File: src/lrgd_pkg.sv
// ----------------------------------------------------------------------------
// lrgd_pkg
// Shared types, codes and saturation helpers for the gradient descent trainer.
// ----------------------------------------------------------------------------
`default_nettype none

package lrgd_pkg;

  localparam int FEATURES = 8;
  localparam int ROWS     = 256;
  localparam int FW       = $clog2(FEATURES);
  localparam int RW       = $clog2(ROWS);
  localparam int WW       = 68;

  localparam logic signed [WW-1:0] MAX48 = 68'sh0_0000_7FFF_FFFF_FFFF;
  localparam logic signed [WW-1:0] MIN48 = -MAX48 - 68'sd1;
  localparam logic signed [WW-1:0] MAX32 = 68'sh0_0000_0000_7FFF_FFFF;
  localparam logic signed [WW-1:0] MIN32 = -MAX32 - 68'sd1;

  localparam logic [1:0] FUNC_FEAT   = 2'd0;
  localparam logic [1:0] FUNC_TARGET = 2'd1;
  localparam logic [1:0] FUNC_PARAM  = 2'd2;
  localparam logic [1:0] FUNC_TRAIN  = 2'd3;

  localparam logic [1:0] KIND_WEIGHT = 2'd0;
  localparam logic [1:0] KIND_BIAS   = 2'd1;
  localparam logic [1:0] KIND_LOSS   = 2'd2;

  localparam logic [1:0] MODE_NONE = 2'd0;
  localparam logic [1:0] MODE_L1   = 2'd1;
  localparam logic [1:0] MODE_L2   = 2'd2;

  localparam logic [2:0] CFG_EPOCHS   = 3'd0;
  localparam logic [2:0] CFG_STEP     = 3'd1;
  localparam logic [2:0] CFG_STRENGTH = 3'd2;
  localparam logic [2:0] CFG_MODE     = 3'd3;
  localparam logic [2:0] CFG_ROWS     = 3'd4;
  localparam logic [2:0] CFG_FEATURES = 3'd5;

  typedef enum logic [4:0] {
    S_IDLE, S_EP_START, S_ROW_START, S_PRED_RD, S_PRED_MUL, S_PRED_ACC, S_ERR,
    S_GR_RD, S_GR_MUL, S_GR_ACC, S_BIAS_ACC, S_UPD_DIV, S_UPD_WAIT, S_UPD_RMUL,
    S_UPD_REG, S_UPD_LO, S_UPD_HI, S_UPD_WR, S_LOSS_START, S_LOSS_MUL,
    S_LOSS_ACC, S_LDIV, S_LDIV_WAIT, S_LS_MUL, S_LS_ACC, S_LR_LO, S_LR_HI,
    S_LR_FIN, S_EMIT_W, S_EMIT_B, S_EMIT_L
  } state_t;

  typedef struct packed {
    logic start;
  } div_ctl_t;

  typedef struct packed {
    logic busy;
    logic done;
  } div_sts_t;

  function automatic logic signed [47:0] sat48(input logic signed [WW-1:0] v);
    logic signed [WW-1:0] c;
    c = (v > MAX48) ? MAX48 : ((v < MIN48) ? MIN48 : v);
    return c[47:0];
  endfunction

  function automatic logic signed [31:0] sat32(input logic signed [WW-1:0] v);
    logic signed [WW-1:0] c;
    c = (v > MAX32) ? MAX32 : ((v < MIN32) ? MIN32 : v);
    return c[31:0];
  endfunction

endpackage

`default_nettype wire

File: src/lrgd_div.sv
// ----------------------------------------------------------------------------
// lrgd_div
// Bit-serial signed divider by the row count, truncating toward zero.
// ----------------------------------------------------------------------------
`default_nettype none

module lrgd_div (
  input  wire                    clk,
  input  wire                    rst_n,
  input  lrgd_pkg::div_ctl_t     ctl,
  input  wire signed [47:0]      dividend,
  input  wire        [8:0]       divisor,
  output lrgd_pkg::div_sts_t     sts,
  output logic signed [47:0]     quotient
);

  logic [5:0]  cnt_r, cnt_nxt;
  logic [8:0]  rem_r, rem_nxt;
  logic [47:0] quo_r, quo_nxt;
  logic        neg_r, neg_nxt;
  logic        busy_r, busy_nxt;
  logic        done_r, done_nxt;
  logic [9:0]  shifted;
  logic [10:0] trial;

  assign shifted = {rem_r, quo_r[47]};
  assign trial   = {1'b0, shifted} - {2'b00, divisor};

  always_comb begin
    cnt_nxt  = cnt_r;
    rem_nxt  = rem_r;
    quo_nxt  = quo_r;
    neg_nxt  = neg_r;
    busy_nxt = busy_r;
    done_nxt = 1'b0;
    if (ctl.start) begin
      cnt_nxt  = 6'd48;
      rem_nxt  = '0;
      quo_nxt  = dividend[47] ? 48'(-dividend) : dividend;
      neg_nxt  = dividend[47];
      busy_nxt = 1'b1;
    end else if (busy_r) begin
      if (!trial[10]) begin
        rem_nxt = trial[8:0];
        quo_nxt = {quo_r[46:0], 1'b1};
      end else begin
        rem_nxt = shifted[8:0];
        quo_nxt = {quo_r[46:0], 1'b0};
      end
      cnt_nxt = cnt_r - 6'd1;
      if (cnt_r == 6'd1) begin
        busy_nxt = 1'b0;
        done_nxt = 1'b1;
      end
    end
  end

  always_ff @(posedge clk) begin
    if (!rst_n) begin
      busy_r <= 1'b0;
      done_r <= 1'b0;
      cnt_r  <= '0;
    end else begin
      busy_r <= busy_nxt;
      done_r <= done_nxt;
      cnt_r  <= cnt_nxt;
    end
    rem_r <= rem_nxt;
    quo_r <= quo_nxt;
    neg_r <= neg_nxt;
  end

  assign sts.busy = busy_r;
  assign sts.done = done_r;
  assign quotient = neg_r ? -$signed(quo_r) : $signed(quo_r);

endmodule

`default_nettype wire

File: config.mk
export PLATFORM = sky130hd
export DESIGN_NAME = lrgd_div
export DESIGN_NICKNAME = d
export VERILOG_FILES = /design/src/lrgd_pkg.sv /design/src/lrgd_div.sv
export SDC_FILE = /design/constraint.sdc
export NUM_CORES = 1
export LEC_CHECK = 0
export BUFFER_PORTS_ARGS = -buffer_cell sky130_fd_sc_hd__buf_2
export CAP_MARGIN = 20
export CORE_UTILIZATION = 30
export CTS_CLUSTER_SIZE = 40
export DETAILED_ROUTE_END_ITERATION = 8
export PLACE_DENSITY = 0.47
export SLEW_MARGIN = 20
export SYNTH_ARGS = -nofsm -noshare
export SYNTH_HDL_FRONTEND = slang
export SYNTH_SLANG_ARGS = --single-unit
File: constraint.sdc
create_clock -name clk -period 2.69 [get_ports clk]
set_input_delay 0 -clock clk [delete_from_list [all_inputs] [get_ports clk]]
set_output_delay 0 -clock clk [all_outputs]
set_load 0.005 [all_outputs]
==> summary.md <==
| Metric | Value |
|---|---|
| Most common library cells after synthesis | `nor2_1 (63), xnor2_1 (58), edfxtp_1 (49)` |
| Pre-Repair DR Iteration Count | `5` |
| Register area | `roughly 0.0018 mm²` |
| Hold Crit Class | `in -> reg` |
| DR WL/cell | `between 15 and 20 µm` |
| Critical Path End Type | `primary output` |
| Ys flop type | `edfxtp_1` |
| Number of global-route vias before repair | `between 4000 and 5000` |
| Num CTS Buffers | `9` |
| Die width | `~140 µm` |
| # clock sinks | `66` |
| Area leader, netlist | `edfxtp_1` |
| Vias per cell | `roughly 5.3` |
| Initial antenna violation count | `1` |
| Post-synth EDFFs | `a little under 50` |
| Final Hold Viols | `0` |
| Crit-path leading delay family | `simple AND/OR/NAND/NOR gates` |
| Yosys warns | `0` |
| Most numerous cell in the Yosys netlist | `nor2_1` |
| Cells after DPL | `roughly 930` |
| Mapped Avg Cell Area | `about 9 µm²` |
| Synth area leaders | `edfxtp_1 (27%), xnor2_1 (9.4%), dfxtp_1 (6.3%), xor2_1 (5.7%), nor2_1 (4.4%)` |
| Initial Utilization | `31.01%` |
| Leakage | `approximately 0.0027 µW` |
| Hold path cells | `3` |
| Slew margin rel. | `~46%` |
| Pint | `around 2400 µW` |
| Clock root cell | `clkbuf_16` |
| CP arrival | `about 2.6 ns` |
| CTS tree | `yes` |
| Crit Path Category | `reg -> out` |
| Post-Layout Cell Count | `approximately 970` |
| Num rows | `48` |
| Die H | `136.4 µm` |
| Layout area overhead | `27.64%` |
| Number of buffers inserted by port buffering | `109` |
| Area of the core | `roughly 0.017 mm²` |
| Post-route minimum period | `around 2.6 ns` |
| RSZ-0062 raised after global routing | `true` |
| Hold Path End | `quo_r[46]$_DFFE_PP_` |
| Met2 GRT Util | `between 20% and 30%` |
| NetSw | `1028 µW` |
| Area taken by multi-input logic gates | `0.003508 mm²` |
| Starting DRT DRC Count | `approximately 300` |
| Switching part of the total | `a little under a third` |
| WL final | `about 17000 µm` |
| Area of all placed cells without fillers | `0.006917 mm²` |
| Reg power frac | `just under 40%` |
| Max incr delay on CP | `roughly 0.50 ns` |
| Met1 usage | `a little under a quarter` |
| Clk slew on worst S/H paths | `about 0.050 ns` |
| Total power | `about 3400 µW` |
| Critical path cell sequence | `inv_2 -> ha_4 -> or4b_4 -> buf_4 -> or3_1 -> o31ai_1 -> xnor2_1 -> buf_2` |
| Setup Viol. Count Final | `0` |
| Nets | `812` |
| Crit-path slowest cell | `or4b_4` |
| Flops & latches, synth | `66` |
| Clk_lat worst skew | `0.34 ns` |
| Placer Congestion | `0.8482` |
| Netlist cell types | `62` |
| Layout cell share with drive strength beyond 1 | `29.88%` |
| Max Cap Viol | `0` |
| GRT Residual Overflow | `0` |
| Worst-Margin Slew | `between 0.8 and 0.9 ns` |
| WHS | `slightly above 0.03 ns` |
| Cells after Synth | `approximately 600` |
| Setup TNS | `0 ns` |
| N_diodes | `0` |
| I/O Pins | `110` |
| Critical path required time | `between 2 and 3 ns` |
| Reg2Reg Setup Slack | `~0.28 ns` |
| Final antenna-violating net count | `0` |
| Filler Cells Inserted | `about 1800` |
| R2r endpoint | `rem_r[0]$_SDFFE_PP0P_` |
| Synthesized net count | `677` |
| CP Buf/Inv Count | `3` |
| Largest net degree at the start of global routing | `85` |
| FFs w/ async S/R, synth | `0%` |
| HP Start | `dividend[46]` |
| DRC errors left | `0` |
| Via count | `a little over 5000` |
| Logic gate share of total power | `between 20% and 30%` |
| Crit path max fanout | `4` |
| Final Max Tran Viols | `0` |
| Skew final | `0.005120 ns` |
| Cell area after synthesis | `between 0.005 and 0.006 mm²` |
| Startpoint types | `register` |
| Bufs on Longest Clock Path | `2` |
| Area after DPL | `around 0.0063 mm²` |
| DP HPWL | `12080 µm` |
| Die area | `0.01861 mm²` |
| Sequential area share after synthesis | `33.43%` |
| Pwr dens | `492.0 mW/mm²` |
| Status | `completed` |
| Reg2reg path depth | `9` |
| Met3 track demand over resource | `around 5.5%` |
| GR peak layer | `met2` |
| Worst vdd ir | `290.9 µV` |
| Final period utilization | `between 90% and 100%` |
| Clock Power Share | `34.2%` |
| Peak Freq | `approximately 0.38 GHz` |
| RR Startpoint | `quo_r[47]$_DFFE_PP_` |
| GRT Overall Usage | `18.06%` |
| H-Tree Depth | `3` |
| Top cell type's share of synthesized area | `a little over a quarter` |
| First-pass GRT wire length | `~26000 µm` |
worst register-to-register path, stage by stage (launching register included):
cell	delay [ns]
edfxtp_1	0.40
inv_1	0.09
ha_1	0.17
inv_1	0.06
fa_1	0.41
a211oi_1	0.29
o21ai_1	0.17
a31o_2	0.33
mux2_2	0.28
o21ai_0	0.14
state kept, by name (all words and copies together), names as in the netlist:
signal,cells
quo_r,48
done_r,1
rem_r,9
busy_r,1
neg_r,1
cnt_r,6
cell type report:
class                      count  area share (%)
multi-input combinational    482           50.72
sequential                    66           26.19
timing repair buffer         157           13.77
tap                          225           4.070
clock buffer                  13           3.473
inverter                      22           1.194
clock inverter                 3          0.5789
power groups by stage:
stage | sequential, µW | clock, µW | combinational (µW)
after global routing | 1360 | 1240 | 991
after floorplan | 1330 | 0 | 495
after global placement | 1360 | 0 | 809
final | 1340 | 1170 | 895
after detailed placement | 1360 | 0 | 816
after CTS | 1340 | 1200 | 845
kinds of logic (layout without fill, tap and decap cells):
| kind of cell | after synthesis | in the layout | synth area share (%) |
|---|---|---|---|
| buffers and inverters | 55 | 195 | 4.179 |
| xor gates and xnor gates | 93 | 93 | 15.03 |
| adders and majority gates | 14 | 14 | 3.371 |
| AOI/OAI and AO/OA | 161 | 161 | 20.94 |
| muxes | 13 | 13 | 2.540 |
| and+or+nand+nor | 201 | 201 | 20.50 |
| DFF | 66 | 66 | 33.43 |
metal layers:
metal | vias up | routed length [µm]
li1 | 2541 | -
met1 | 2422 | 7540
met2 | 138 | 7696
met3 | 27 | 1090
met4 | 2 | 264
met5 | - | 13
cells in the final DEF, fill, tap and decap left out, types with 6 or more instances in the layout:
cell type and instances:
nor4_1 10, mux2_2 6, o31ai_1 21, inv_1 20, nand3_1 13, o21ai_0 27
edfxtp_1 49, nand3b_1 7, xnor2_1 58, o41ai_2 6, mux2i_1 7, and3_1 6
o41ai_1 16, buf_2 109, ha_1 12, nor2_1 62, or3_1 14, buf_4 42
xor2_1 35, nand4_1 9, a21oi_1 43, nand2_1 30, nor3_1 11, clkbuf_16 9
dfxtp_1 17
per-stage QoR:
step	setup slack [ns]	utilization (%)
floorplan	0.3077	-
finish	0.05695	39.58
global route	-0.09397	39.58
global placement	0.2054	35.89
CTS	0.0002824	38.43
detailed placement	0.1226	35.89
what timing repair did:
action,CTS,global route
buffers inserted,8,17
endpoints found under the hold margin,4,0
cloned,0,0
hold buffers,2,0
resized for setup,13,18
endpoints found under the setup margin,28,29
pin swaps,6,11
how the worst max path moves through the flow:
stage	from	end	slack [ns]	cells past startpoint
6_report	quo_r[1]$_DFFE_PP_	quotient[14]	0.06	8
5_1_grt	quo_r[1]$_DFFE_PP_	quotient[36]	-0.09	9
4_1_cts	quo_r[1]$_DFFE_PP_	quotient[14]	0.0003	8
3_5_place_dp	quo_r[7]$_DFFE_PP_	quotient[45]	0.12	6
3_3_place_gp	quo_r[7]$_DFFE_PP_	quotient[47]	0.21	6
2_1_floorplan	quo_r[47]$_DFFE_PP_	rem_r[0]$_SDFFE_PP0P_	0.31	10
Power figures use the tool's default switching activity.
